### src/rtl/core/nhfe_pkg.sv
package nhfe_pkg;

  localparam logic [1:0] OP_START  = 2'd0;
  localparam logic [1:0] OP_DATA   = 2'd1;
  localparam logic [1:0] OP_FINISH = 2'd2;
  localparam logic [1:0] OP_NONE   = 2'd3;

  localparam logic [7:0] FRM_PREAMBLE  = 8'h00;
  localparam logic [7:0] FRM_START1    = 8'h00;
  localparam logic [7:0] FRM_START2    = 8'hFF;
  localparam logic [7:0] FRM_POSTAMBLE = 8'h00;
  localparam logic [7:0] FRM_HOST_TFI  = 8'hD4;

  typedef logic [2:0] idx_t;

  localparam idx_t IDX_PRE   = 3'd0;
  localparam idx_t IDX_SC1   = 3'd1;
  localparam idx_t IDX_SC2   = 3'd2;
  localparam idx_t IDX_LEN   = 3'd3;
  localparam idx_t IDX_LCS   = 3'd4;
  localparam idx_t IDX_TFI   = 3'd5;
  localparam idx_t IDX_DCS   = 3'd0;

  typedef struct packed {
    logic [1:0] op;
    logic [7:0] payload_len;
    logic [7:0] payload_byte;
  } item_t;

  typedef struct packed {
    logic [7:0] frame_byte;
    logic       last_of_run;
    logic       frame_done;
  } beat_t;

endpackage

### src/rtl/core/nhfe_in_reg.sv
module nhfe_in_reg
  import nhfe_pkg::*;
(
  input  logic  clk,
  input  logic  rst_n,
  input  logic  in_valid,
  output logic  in_ready,
  input  item_t in_item,
  input  logic  consume,
  output logic  item_vld,
  output item_t item
);

  logic  valid_r, valid_nxt;
  item_t item_r;

  assign in_ready  = !valid_r || consume;
  assign valid_nxt = (in_valid && in_ready) ? 1'b1 : (consume ? 1'b0 : valid_r);
  assign item_vld  = valid_r;
  assign item      = item_r;

  always_ff @(posedge clk) begin
    if (!rst_n) begin
      valid_r <= 1'b0;
    end else begin
      valid_r <= valid_nxt;
    end
  end

  always_ff @(posedge clk) begin
    if (in_valid && in_ready) begin
      item_r <= in_item;
    end
  end

endmodule

### src/rtl/core/nhfe_seq.sv
module nhfe_seq
  import nhfe_pkg::*;
(
  input  logic  clk,
  input  logic  rst_n,
  input  logic  item_vld,
  input  item_t item,
  input  logic  out_ok,
  output logic  beat_vld,
  output beat_t beat,
  output logic  consume,
  output logic [7:0] sum_q
);

  idx_t       idx_r, idx_nxt;
  logic [7:0] sum_r, sum_nxt;
  logic [7:0] len, lcs, dcs;
  logic       fire;

  assign len = item.payload_len + 8'd1;
  assign lcs = 8'd0 - len;
  assign dcs = 8'd0 - sum_r;

  always_comb begin
    beat = '0;
    unique case (item.op)
      OP_START: begin
        unique case (idx_r)
          IDX_PRE: beat.frame_byte = FRM_PREAMBLE;
          IDX_SC1: beat.frame_byte = FRM_START1;
          IDX_SC2: beat.frame_byte = FRM_START2;
          IDX_LEN: beat.frame_byte = len;
          IDX_LCS: beat.frame_byte = lcs;
          default: beat.frame_byte = FRM_HOST_TFI;
        endcase
        beat.last_of_run = (idx_r == IDX_TFI);
      end
      OP_DATA: begin
        beat.frame_byte  = item.payload_byte;
        beat.last_of_run = 1'b1;
      end
      OP_FINISH: begin
        if (idx_r == IDX_DCS) begin
          beat.frame_byte = dcs;
        end else begin
          beat.frame_byte  = FRM_POSTAMBLE;
          beat.last_of_run = 1'b1;
          beat.frame_done  = 1'b1;
        end
      end
      default: beat = '0;
    endcase
  end

  assign beat_vld = item_vld && (item.op != OP_NONE);
  assign fire     = beat_vld && out_ok;
  assign consume  = item_vld && ((item.op == OP_NONE) || (fire && beat.last_of_run));
  assign sum_q    = sum_r;

  always_comb begin
    idx_nxt = idx_r;
    sum_nxt = sum_r;
    if (fire) begin
      idx_nxt = beat.last_of_run ? '0 : idx_r + idx_t'(1);
      if (beat.last_of_run) begin
        if (item.op == OP_START) begin
          sum_nxt = FRM_HOST_TFI;
        end else if (item.op == OP_DATA) begin
          sum_nxt = sum_r + item.payload_byte;
        end
      end
    end
  end

  always_ff @(posedge clk) begin
    if (!rst_n) begin
      idx_r <= '0;
      sum_r <= '0;
    end else begin
      idx_r <= idx_nxt;
      sum_r <= sum_nxt;
    end
  end

endmodule

### src/rtl/core/nhfe_out_reg.sv
module nhfe_out_reg
  import nhfe_pkg::*;
(
  input  logic       clk,
  input  logic       rst_n,
  input  logic       beat_vld,
  input  beat_t      beat,
  output logic       out_ok,
  output logic       out_tvalid,
  input  logic       out_tready,
  output logic [7:0] out_tdata,
  output logic       out_tlast,
  output logic       out_tuser
);

  logic  valid_r, valid_nxt;
  beat_t beat_r;

  assign out_ok     = !valid_r || out_tready;
  assign valid_nxt  = out_ok ? beat_vld : valid_r;
  assign out_tvalid = valid_r;
  assign out_tdata  = beat_r.frame_byte;
  assign out_tlast  = beat_r.last_of_run;
  assign out_tuser  = beat_r.frame_done;

  always_ff @(posedge clk) begin
    if (!rst_n) begin
      valid_r <= 1'b0;
    end else begin
      valid_r <= valid_nxt;
    end
  end

  always_ff @(posedge clk) begin
    if (out_ok && beat_vld) begin
      beat_r <= beat;
    end
  end

endmodule

### src/rtl/core/nfc_host_frame_encoder.sv
// The first output beat of an item passes through the input register, then the
// output register.
// Throughput: one output beat per cycle while items wait and out_tready is high,
// set by the output register; a start item gives six beats, a payload item one, a finish item two.
// An unused op is dropped with no output.
// Reset (rst_n low, synchronous) empties both registers and clears the
// byte index and the running checksum to zero.
module nfc_host_frame_encoder
  import nhfe_pkg::*;
(
  input  logic        clk,
  input  logic        rst_n,
  input  logic        in_tvalid,
  output logic        in_tready,
  input  logic [15:0] in_tdata,   // [7:0] payload_len, [15:8] payload_byte
  input  logic [1:0]  in_tuser,   // [1:0] op
  output logic        out_tvalid,
  input  logic        out_tready,
  output logic [7:0]  out_tdata,  // [7:0] frame_byte
  output logic        out_tlast,
  output logic        out_tuser   // [0] frame_done
);

  item_t      in_item, item;
  beat_t      beat;
  logic       item_vld, consume, beat_vld, out_ok;
  logic [7:0] sum_q;

  assign in_item.op           = in_tuser;
  assign in_item.payload_len  = in_tdata[7:0];
  assign in_item.payload_byte = in_tdata[15:8];

  nhfe_in_reg u_in_reg (
    .clk      (clk),
    .rst_n    (rst_n),
    .in_valid (in_tvalid),
    .in_ready (in_tready),
    .in_item  (in_item),
    .consume  (consume),
    .item_vld (item_vld),
    .item     (item)
  );

  nhfe_seq u_seq (
    .clk      (clk),
    .rst_n    (rst_n),
    .item_vld (item_vld),
    .item     (item),
    .out_ok   (out_ok),
    .beat_vld (beat_vld),
    .beat     (beat),
    .consume  (consume),
    .sum_q    (sum_q)
  );

  nhfe_out_reg u_out_reg (
    .clk        (clk),
    .rst_n      (rst_n),
    .beat_vld   (beat_vld),
    .beat       (beat),
    .out_ok     (out_ok),
    .out_tvalid (out_tvalid),
    .out_tready (out_tready),
    .out_tdata  (out_tdata),
    .out_tlast  (out_tlast),
    .out_tuser  (out_tuser)
  );

  a_done_is_postamble: assert property (@(posedge clk) disable iff (!rst_n)
    out_tvalid && out_tuser |-> out_tlast && (out_tdata == FRM_POSTAMBLE))
    else $error("frame_done beat is not a final postamble");

  a_start_seeds_sum: assert property (@(posedge clk) disable iff (!rst_n)
    beat_vld && out_ok && beat.last_of_run && (item.op == OP_START)
    |=> sum_q == FRM_HOST_TFI)
    else $error("checksum not seeded after header");

  a_none_no_beat: assert property (@(posedge clk) disable iff (!rst_n)
    item_vld && (item.op == OP_NONE) |-> !beat_vld && consume)
    else $error("unused op produced a beat or stalled");

  a_consume_needs_item: assert property (@(posedge clk) disable iff (!rst_n)
    consume |-> item_vld)
    else $error("consume without a held item");

endmodule

### config.mk
export PLATFORM = sky130hd
export DESIGN_NAME = nfc_host_frame_encoder
export DESIGN_NICKNAME = d
export VERILOG_FILES = /design/src/rtl/core/nhfe_pkg.sv /design/src/rtl/core/nhfe_in_reg.sv /design/src/rtl/core/nhfe_seq.sv /design/src/rtl/core/nhfe_out_reg.sv /design/src/rtl/core/nfc_host_frame_encoder.sv
export SDC_FILE = /design/constraint.sdc
export NUM_CORES = 1
export LEC_CHECK = 0
export BUFFER_PORTS_ARGS = -buffer_cell sky130_fd_sc_hd__buf_2
export CAP_MARGIN = 0
export CORE_MARGIN = 2
export CORE_UTILIZATION = 62
export DETAILED_ROUTE_END_ITERATION = 10
export PLACE_DENSITY = 0.81
export SYNTH_ARGS = -nofsm -noshare
export SYNTH_HDL_FRONTEND = slang
export SYNTH_SLANG_ARGS = --single-unit
### constraint.sdc
create_clock -name clk -period 5.1 [get_ports clk]
set_input_delay 0.51 -clock clk [delete_from_list [all_inputs] [get_ports clk]]
set_output_delay 0.51 -clock clk [all_outputs]
set_load 0.005 [all_outputs]
==> results.sh, run 1 <==
export IMPL_slew_violations=0
export IMPL_syn_num_nets=291
export IMPL_synth_seq_area_share_pct=42.1
export IMPL_yosysTopAreaCell="edfxtp_1"
export IMPL_leakagePower_nw=1.13
export IMPL_setup_tns_ns=0
export IMPL_grt_remaining_overflow=0
export IMPL_grt_pass1_vias=1853
export IMPL_cts_sinks=41
export IMPL_final_antenna_net_count=0
export IMPL_insertion_delay_ns=0.30
export IMPL_rsz0062_at_grt="no"
export IMPL_yosys_area_top_type_share_pct=32.2
export IMPL_ir_worst_vdd_mv=0.168
export IMPL_worst_pin_slew_ns=0.804
export IMPL_grt_usage_pct=26.5
export IMPL_clock_power_share_pct=29.1
export IMPL_syn_avg_cell_area_um2=10.3
export IMPL_ys_top_cells_by_count="edfxtp_1 (28), ha_1 (15), nand2_1 (15), xnor2_1 (14)"
export IMPL_dpl_hpwl_um=4250
export IMPL_async_reset_ff_share_pct=0
export IMPL_relSlewSlack_pct=46.4
export IMPL_drtPass1Iterations=4
export IMPL_holdBufCountCts=0
export IMPL_routed_via_density=6.16
export IMPL_fmax_mhz=380
export IMPL_antenna_found_initial=0
export IMPL_netlist_instances=253
export IMPL_fin_crit_sh_pct=51.6
export IMPL_arrival_ns=2.55
export IMPL_ys_ff_latch=41
export IMPL_start_util_pct=64.9
export IMPL_top_level_ports=34
export IMPL_outcome="complete, no violations"
export IMPL_grt_max_degree=19
export IMPL_netlist_area_um2=2620
export IMPL_critPathLaunchType="flop"
export IMPL_min_period_ns=2.63
export IMPL_cap_violations=0
export IMPL_crit_slowest_cell="and2_1"
export IMPL_routed_wl_um=5530
export IMPL_die_width_um=68.9
export IMPL_p_per_area_nw_per_um2=257
export IMPL_r2r_setup_slack_ns=2.47
export IMPL_fin_skew_ns=0.0145
export IMPL_crit_fanout=18
export IMPL_min_path_type="in -> reg"
export IMPL_wl_per_cell_um=16.6
export IMPL_cts_tree="built"
export IMPL_cp_slowest_stage_delay_ns=0.69
export IMPL_crit_chain="inv_1 > ha_1 > nand2_1 > a21oi_1 > a211o_1 > o21ai_0 > and2_1"
export IMPL_fp_dieH_um=68.9
export IMPL_cts_buffers=5
export IMPL_required_ns=5.02
export IMPL_path_class="reg -> reg"
export IMPL_switchingPower_mw=0.207
export IMPL_synth_edf_count=28
export IMPL_die_area_um2=4750
export IMPL_clk_pin_slew_ns=0.09
export IMPL_drive_gt1_share_pct=21.2
export IMPL_end_kind="flop"
export IMPL_power_frac_seq_pct=54.0
export IMPL_core_um2=4030
export IMPL_antenna_cells=0
export IMPL_drt_iter0_drc=186
export IMPL_nets=320
export IMPL_postCtsSetupBuffers=0
export IMPL_p_int_mw=0.532
export IMPL_place_congestion=0.944
export IMPL_root_buffer="clkbuf_8"
export IMPL_vias=2051
export IMPL_hold_ws_ns=0.377
export IMPL_total_power_mw=0.739
export IMPL_portBuffers=33
export IMPL_combPwrFrac_pct=16.9
export IMPL_area_delta_synth_final_pct=9.86
export IMPL_remaining_drc_errors=0
export IMPL_setup_viol=0
export IMPL_synth_top_flop_cell="edfxtp_1"
export IMPL_cts_buffer_depth=2
export IMPL_grt_pass1_wl_um=9030
export IMPL_yosysUniqueCellTypes=68
export IMPL_finalHoldViolCount=0
export IMPL_switching_share_pct=28.0
export IMPL_rows=23
export IMPL_yosysMostFrequentCell="edfxtp_1"
export IMPL_ctsResizeCount=0
export IMPL_htreeDepth=2
export IMPL_synth_area_top_cells="edfxtp_1 (32%), dfxtp_1 (10%), ha_1 (7.2%)"
export IMPL_synth_warnings=0
logic make-up after synthesis:
family,count (synthesis),synth area share [%]
and+or+nand+nor,80,18.4
AOI/OAI and AO/OA,70,19.7
DFF,41,42.1
adders and majority gates,16,7.94
muxes,3,1.20
buffers and inverters,23,3.92
xor gates and xnor gates,20,6.70
sequential cells by signal (all words and copies together), names as in the netlist:
register              count
u_in_reg.item_vld         1
u_seq.sum_q               8
u_out_reg.out_tlast       1
u_out_reg.out_tdata       8
u_in_reg.item            18
u_seq.idx_r               3
u_out_reg.out_tvalid      1
u_out_reg.out_tuser       1
through the flow:
stage | cells | utilization (%) | area, µm² | setup slack, ns
after floorplan | 253 | - | 2620 | 2.69
after global placement | 325 | 69.1 | 2790 | 2.54
after CTS | 333 | 71.3 | 2870 | 2.44
after global routing | 333 | 71.3 | 2870 | 2.24
final | 333 | 71.3 | 2870 | 2.47
after detailed placement | 325 | 69.1 | 2790 | 2.45
worst paths after layout:
check / from / cells after the start / endpoint
worst max-delay path: u_seq.idx_r[0] / 7 / u_in_reg.item[11]
worst min-delay path: in_tdata[0] / 1 / u_in_reg.item[8]
worst max register to register: u_seq.idx_r[0] / 7 / u_in_reg.item[11]
worst min register to register: u_seq.idx_r[0] / 2 / u_seq.idx_r[0]
power by group through the flow:
| stage | Clock, mW | Sequential, mW | Combinational (mW) |
|---|---|---|---|
| 6_report | 0.215 | 0.399 | 0.125 |
| 3_5_place_dp | 0 | 0.406 | 0.125 |
| 3_3_place_gp | 0 | 0.405 | 0.122 |
| 2_1_floorplan | 0 | 0.396 | 0.0978 |
| 4_1_cts | 0.220 | 0.398 | 0.125 |
| 5_1_grt | 0.234 | 0.402 | 0.139 |
cells in the final DEF, fill, tap and decap left out, drive strengths merged, types with 2 or more instances in the layout:
| cell type | count |
|---|---|
| o21ai | 14 |
| o221ai | 3 |
| buf | 33 |
| xor2 | 6 |
| nand2 | 15 |
| nor4 | 2 |
| edfxtp | 28 |
| a21boi | 3 |
| mux2i | 2 |
| o21bai | 2 |
| clkinvlp | 2 |
| o31ai | 2 |
| o211ai | 3 |
| a21o | 3 |
| a22oi | 4 |
| o21a | 2 |
| xnor2 | 14 |
| a22o | 2 |
| nand2b | 5 |
| a211o | 2 |
| and3 | 2 |
| clkbuf | 6 |
| and2 | 6 |
| dfxtp | 13 |
| ha | 15 |
| nand4 | 2 |
| or4 | 3 |
| or2 | 2 |
| nor4b | 2 |
| inv | 12 |
| nor2 | 12 |
| a211oi | 5 |
| nor2b | 7 |
| nand3 | 9 |
| a21oi | 13 |
| nor3 | 8 |
per-layer routing:
| metal | track usage (%) | share of wire (%) | up-vias |
|---|---|---|---|
| li1 | - | - | 1009 |
| met1 | 35.9 | 44 | 958 |
| met2 | 41.9 | 48 | 77 |
| met3 | 5.19 | 6.5 | 7 |
| met4 | 10.0 | 1.5 | 0 |
| met5 | 0 | 0 | - |
layout make-up:
cell class              instances  area [µm²]
well taps                      50        62.6
repair buffers                 33         165
clock inverters                 2        15.0
fillers                       309        1160
inverters                      12        45.0
multi-input cells             189        1410
clock buffers                   6        72.6
flip-flops and latches         41        1100
critical path, delay by kind of cell, from the launching register on:
| kind | cells | cell delay [ns] |
|---|---|---|
| AO/OA/AOI/OAI | 3 | 0.66 |
| adder cells (fa/ha/maj) | 1 | 0.30 |
| buffers and inverters | 1 | 0.09 |
| flip-flops | 1 | 0.39 |
| AND/OR/NAND/NOR | 2 | 0.79 |
No activity file was read; power rests on OpenSTA's default activity.
==> run 2, diff against run 1 <==
--- a/config.mk
+++ b/config.mk
@@ -8,9 +8,9 @@
 export BUFFER_PORTS_ARGS = -buffer_cell sky130_fd_sc_hd__buf_2
 export CAP_MARGIN = 0
 export CORE_MARGIN = 2
-export CORE_UTILIZATION = 62
+export CORE_UTILIZATION = 58
 export DETAILED_ROUTE_END_ITERATION = 10
-export PLACE_DENSITY = 0.81
+export PLACE_DENSITY = 0.76
 export SYNTH_ARGS = -nofsm -noshare
 export SYNTH_HDL_FRONTEND = slang
 export SYNTH_SLANG_ARGS = --single-unit
==> constraint.sdc (replaced) <==
create_clock -name clk -period 2.7 [get_ports clk]
set_input_delay 0.27 -clock clk [delete_from_list [all_inputs] [get_ports clk]]
set_output_delay 0.27 -clock clk [all_outputs]
set_load 0.005 [all_outputs]
==> results.sh, run 2 (same netlist as run 1, synthesis figures left out) <==
export IMPL_die_area_um2=5060
export IMPL_fillCellCount=337
export IMPL_drt_iter0_drc=283
export IMPL_fin_skew_ns=0.00803
export IMPL_cts_buffers=5
export IMPL_finalHoldViolCount=0
export IMPL_area_delta_synth_final_pct=12.4
export IMPL_grt_usage_pct=23.8
export IMPL_final_antenna_net_count=0
export IMPL_crit_fanout=18
export IMPL_rows=24
export IMPL_hold_ws_ns=0.144
export IMPL_total_power_mw=1.50
export IMPL_grt_pass1_vias=1979
export IMPL_timing_rr_end="u_in_reg.item[8]"
export IMPL_critPathLaunchType="flop"
export IMPL_cts_buffer_depth=2
export IMPL_wl_per_cell_um=16.4
export IMPL_final_cell_mix="buf_2 (33), edfxtp_1 (28), nand2_1 (15), ha_1 (15), xnor2_1 (14)"
export IMPL_fp_dieH_um=71.1
export IMPL_routed_via_density=6.10
export IMPL_rr_worst_depth=8
export IMPL_whs_endpoint="u_in_reg.item[1]"
export IMPL_antenna_cells=0
export IMPL_drive_gt1_share_pct=22.9
export IMPL_nets=325
export IMPL_ir_worst_vdd_mv=0.344
export IMPL_grt_max_degree=19
export IMPL_ctsResizeCount=0
export IMPL_drtPass1Iterations=5
export IMPL_cp_slowest_stage_delay_ns=0.38
export IMPL_die_width_um=71.1
export IMPL_arrival_ns=2.28
export IMPL_portBuffers=33
export IMPL_fin_area_um2=2940
export IMPL_seqCellArea_um2=1100
export IMPL_min_path_type="in -> reg"
export IMPL_start_util_pct=60.1
export IMPL_r2r_setup_slack_ns=0.40
export IMPL_routed_wl_um=5590
export IMPL_postCtsSetupBuffers=0
export IMPL_dp_cells=332
export IMPL_min_period_ns=2.30
export IMPL_vias=2073
export IMPL_remaining_drc_errors=0
export IMPL_multi_input_area_um2=1410
export IMPL_layout_commonest_cell="buf_2"
export IMPL_p_per_area_nw_per_um2=508
export IMPL_end_kind="flop"
export IMPL_crit_slowest_cell="dfxtp_1"
export IMPL_antenna_found_initial=0
export IMPL_dpl_hpwl_um=4290
export IMPL_fin_cells=340
export IMPL_r2r_start="u_seq.idx_r[0]"
export IMPL_required_ns=2.69
export IMPL_slew_violations=0
export IMPL_hp_start="in_tdata[9]"
export IMPL_relSlewSlack_pct=61.0
export IMPL_cts_tree="built"
export IMPL_crit_chain="inv_1 > ha_1 > nand2_1 > a21oi_1 > a211o_1 > o21ai_0 > and2_1 > buf_4"
export IMPL_place_congestion=0.968
export IMPL_clk_pin_slew_ns=0.09
export IMPL_holdBufCountCts=0
export IMPL_rsz0062_at_grt="no"
export IMPL_largest_reg_flops=18
export IMPL_setup_viol=0
export IMPL_fin_crit_sh_pct=85.2
export IMPL_outcome="complete, no violations"
export IMPL_placed_cell_area_um2=2830
export IMPL_grt_pass1_wl_um=9400
export IMPL_cap_violations=0
export IMPL_core_um2=4350
export IMPL_path_class="reg -> reg"
export IMPL_root_buffer="clkbuf_8"
export IMPL_htreeDepth=2
export IMPL_top_level_ports=34
export IMPL_leakagePower_nw=1.17
export IMPL_cts_sinks=41
export IMPL_grt_remaining_overflow=0
export IMPL_insertion_delay_ns=0.30
export IMPL_fmax_mhz=435
export IMPL_setup_tns_ns=0
export IMPL_worstHoldPathCells=1
export IMPL_worst_pin_slew_ns=0.580
-- run 2: cell types whose count changed in the layout (fill, tap and decap cells not counted) --
cell	previous run	this run
bufinv_16	0	1
clkinv_4	0	1
clkbuf_1	1	0
buf_4	0	5
clkinvlp_4	2	1
-- run 2: how the worst max path moves through the flow --
stage / startpoint / to / cells past startpoint
finish: u_seq.idx_r[0] / u_in_reg.item[8] / 8
floorplan: u_seq.idx_r[0] / u_in_reg.item[0] / 8
detailed placement: u_seq.idx_r[0] / u_in_reg.item[9] / 8
CTS: u_seq.idx_r[0] / u_in_reg.item[3] / 8
global route: u_seq.idx_r[0] / u_in_reg.item[3] / 8
global placement: u_seq.idx_r[0] / u_in_reg.item[8] / 8
-- run 2: area by class of cell --
type / count / area share, %
clock inverter: 3 / 1.57
clock buffer: 5 / 2.34
inverter: 12 / 1.53
tap: 52 / 2.21
timing repair buffer: 38 / 6.89
multi-input combinational: 189 / 48.0
sequential: 41 / 37.4
-- run 2: metal layers --
metal	wire length [µm]	vias up	share of wire, %	global-route usage [%]
met5	0	-	0	0
met2	2610	86	47	37.6
met4	110	0	2.0	8.18
met1	2470	962	44	32.8
li1	-	1014	-	-
met3	404	11	7.2	4.70
-- run 2: critical path: cells and delay by family, from the launching register on --
| kind | cells | cell delay [ns] |
|---|---|---|
| AOI/OAI and AO/OA | 3 | 0.68 |
| DFF | 1 | 0.38 |
| and+or+nand+nor | 2 | 0.27 |
| adders and majority gates | 1 | 0.30 |
| buffers and inverters | 2 | 0.35 |
-- run 2: power by group --
| part | internal (mW) | switching, mW |
|---|---|---|
| Clock | 0.277 | 0.222 |
| Combinational | 0.114 | 0.133 |
| Sequential | 0.713 | 0.0364 |
-- run 2: metrics by stage --
stage	setup WS, ns	utilization, %
after floorplan	0.289	-
after global placement	0.509	64.9
after detailed placement	0.434	64.9
after CTS	0.408	67.5
after global routing	0.171	67.5
final	0.401	67.5
==> run 3, diff against run 2 <==
--- a/config.mk
+++ b/config.mk
@@ -10,6 +10,7 @@
 export CORE_MARGIN = 2
 export CORE_UTILIZATION = 58
 export DETAILED_ROUTE_END_ITERATION = 10
+export MAX_ROUTING_LAYER = met4
 export PLACE_DENSITY = 0.76
 export SYNTH_ARGS = -nofsm -noshare
 export SYNTH_HDL_FRONTEND = slang
==> results.sh, run 3 (same netlist as run 1, synthesis figures left out) <==
export IMPL_slew_violations=0
export IMPL_remaining_drc_errors=0
export IMPL_outcome="complete, no violations"
export IMPL_crit_fanout=8
export IMPL_largest_reg_flops=18
export IMPL_postCtsSetupBuffers=0
export IMPL_cts_tree="built"
export IMPL_drt_iter0_drc=186
export IMPL_rows=24
export IMPL_path_class="reg -> out"
export IMPL_fp_dieH_um=71.1
export IMPL_fin_skew_ns=0.00934
export IMPL_min_path_type="in -> reg"
export IMPL_root_buffer="clkbuf_8"
export IMPL_finalHoldViolCount=0
export IMPL_ctsResizeCount=0
export IMPL_holdBufCountCts=0
export IMPL_die_area_um2=5060
export IMPL_grt_remaining_overflow=0
export IMPL_final_core_util_pct=67.5
export IMPL_m1WireLength_um=2530
export IMPL_worstHoldPathCells=1
export IMPL_cts_buffers=5
export IMPL_nets=325
export IMPL_clk_pin_slew_ns=0.09
export IMPL_place_congestion=0.957
export IMPL_layout_commonest_cell="buf_2"
export IMPL_cts_sinks=41
export IMPL_grt_pass1_wl_um=9180
export IMPL_insertion_delay_ns=0.30
export IMPL_worstSetupStartpoint="u_seq.idx_r[0]"
export IMPL_relSlewSlack_pct=60.8
export IMPL_portBuffers=33
export IMPL_drtPass1Iterations=7
export IMPL_die_width_um=71.1
export IMPL_htreeDepth=2
export IMPL_routed_wl_um=5460
export IMPL_grt_max_degree=19
export IMPL_required_ns=2.43
export IMPL_final_cell_mix="buf_2 (33), edfxtp_1 (28), nand2_1 (15), ha_1 (15), xnor2_1 (14)"
export IMPL_fin_crit_sh_pct=84.0
export IMPL_r2r_start="u_seq.idx_r[0]"
export IMPL_critPathLaunchType="flop"
export IMPL_routed_via_density=6.05
export IMPL_rsz0062_at_grt="no"
export IMPL_met3_wirelength_um=286
export IMPL_timing_rr_end="u_in_reg.item[8]"
export IMPL_arrival_ns=2.00
export IMPL_routed_wl_met2_um=2600
export IMPL_grt_usage_pct=24.0
export IMPL_antenna_found_initial=0
export IMPL_p_per_area_nw_per_um2=510
export IMPL_grt_pass1_vias=1897
export IMPL_top_layer="met4"
export IMPL_worst_pin_slew_ns=0.583
export IMPL_core_um2=4350
export IMPL_start_util_pct=60.1
export IMPL_setup_viol=0
export IMPL_ir_worst_vdd_mv=0.406
export IMPL_drive_gt1_share_pct=22.9
export IMPL_leakagePower_nw=1.17
export IMPL_wl_per_cell_um=16.1
export IMPL_area_delta_synth_final_pct=12.4
export IMPL_whs_endpoint="u_in_reg.item[1]"
export IMPL_setup_tns_ns=0
export IMPL_cts_buffer_depth=2
export IMPL_end_kind="output pin"
export IMPL_cap_violations=0
export IMPL_preCtsSetupSlack_ns=0.477
export IMPL_fmax_mhz=441
export IMPL_antenna_cells=0
export IMPL_setup_ws_ns=0.433
export IMPL_vias=2056
export IMPL_min_period_ns=2.27
export IMPL_final_antenna_net_count=0
export IMPL_dpl_hpwl_um=4160
export IMPL_r2r_setup_slack_ns=0.43
export IMPL_top_level_ports=34
export IMPL_rr_worst_depth=8
export IMPL_hp_start="in_tdata[9]"
==> run 3: cell counts in the layout (fill, tap and decap cells not counted) <==
No cell type changed its count.
==> run 3: routing by layer <==
metal,track usage [%],vias up
met3,4.99,6
met2,37.0,61
met5,-,-
met1,32.8,974
met4,5.03,0
li1,-,1015
==> run 3: worst max-delay path, stage by stage, from the launching register on <==
cell and delay, ns:
dfxtp_1 0.38, inv_1 0.09, ha_1 0.30, nand2_1 0.11
a21oi_1 0.11, a211o_1 0.32, o21ai_0 0.23, buf_2 0.17
==> run 3: where the power goes <==
part / switching (mW) / leakage [nW] / internal, mW
combinational: 0.134 / 0.740 / 0.114
clock: 0.229 / 0.0543 / 0.277
sequential: 0.0342 / 0.374 / 0.713
total: 0.397 / 1.17 / 1.10
==> run 3: final cells by class <==
type,instances,area [µm²]
sequential,41,1100
tap,52,65.1
clock buffer,5,68.8
inverter,12,45.0
fill,340,1410
clock inverter,3,46.3
timing repair buffer,38,203
multi-input combinational,189,1410
==> run 3: worst max-delay path by stage <==
stage,endpoint,slack (ns),depth (start not counted)
floorplan,u_in_reg.item[0],0.29,8
global placement,u_in_reg.item[9],0.51,8
detailed placement,u_in_reg.item[13],0.48,8
CTS,u_in_reg.item[2],0.44,8
global route,in_tready,0.26,7
finish,in_tready,0.43,7
==> run 3: through the flow <==
stage	instance area, µm²	hold slack, ns	power, mW	std cells
finish	2940	0.144	1.50	340
CTS	2940	0.141	1.51	340
global placement	2830	0.447	1.00	332
floorplan	2620	0.369	0.933	253
detailed placement	2830	0.448	1.01	332
global route	2940	0.134	1.56	340
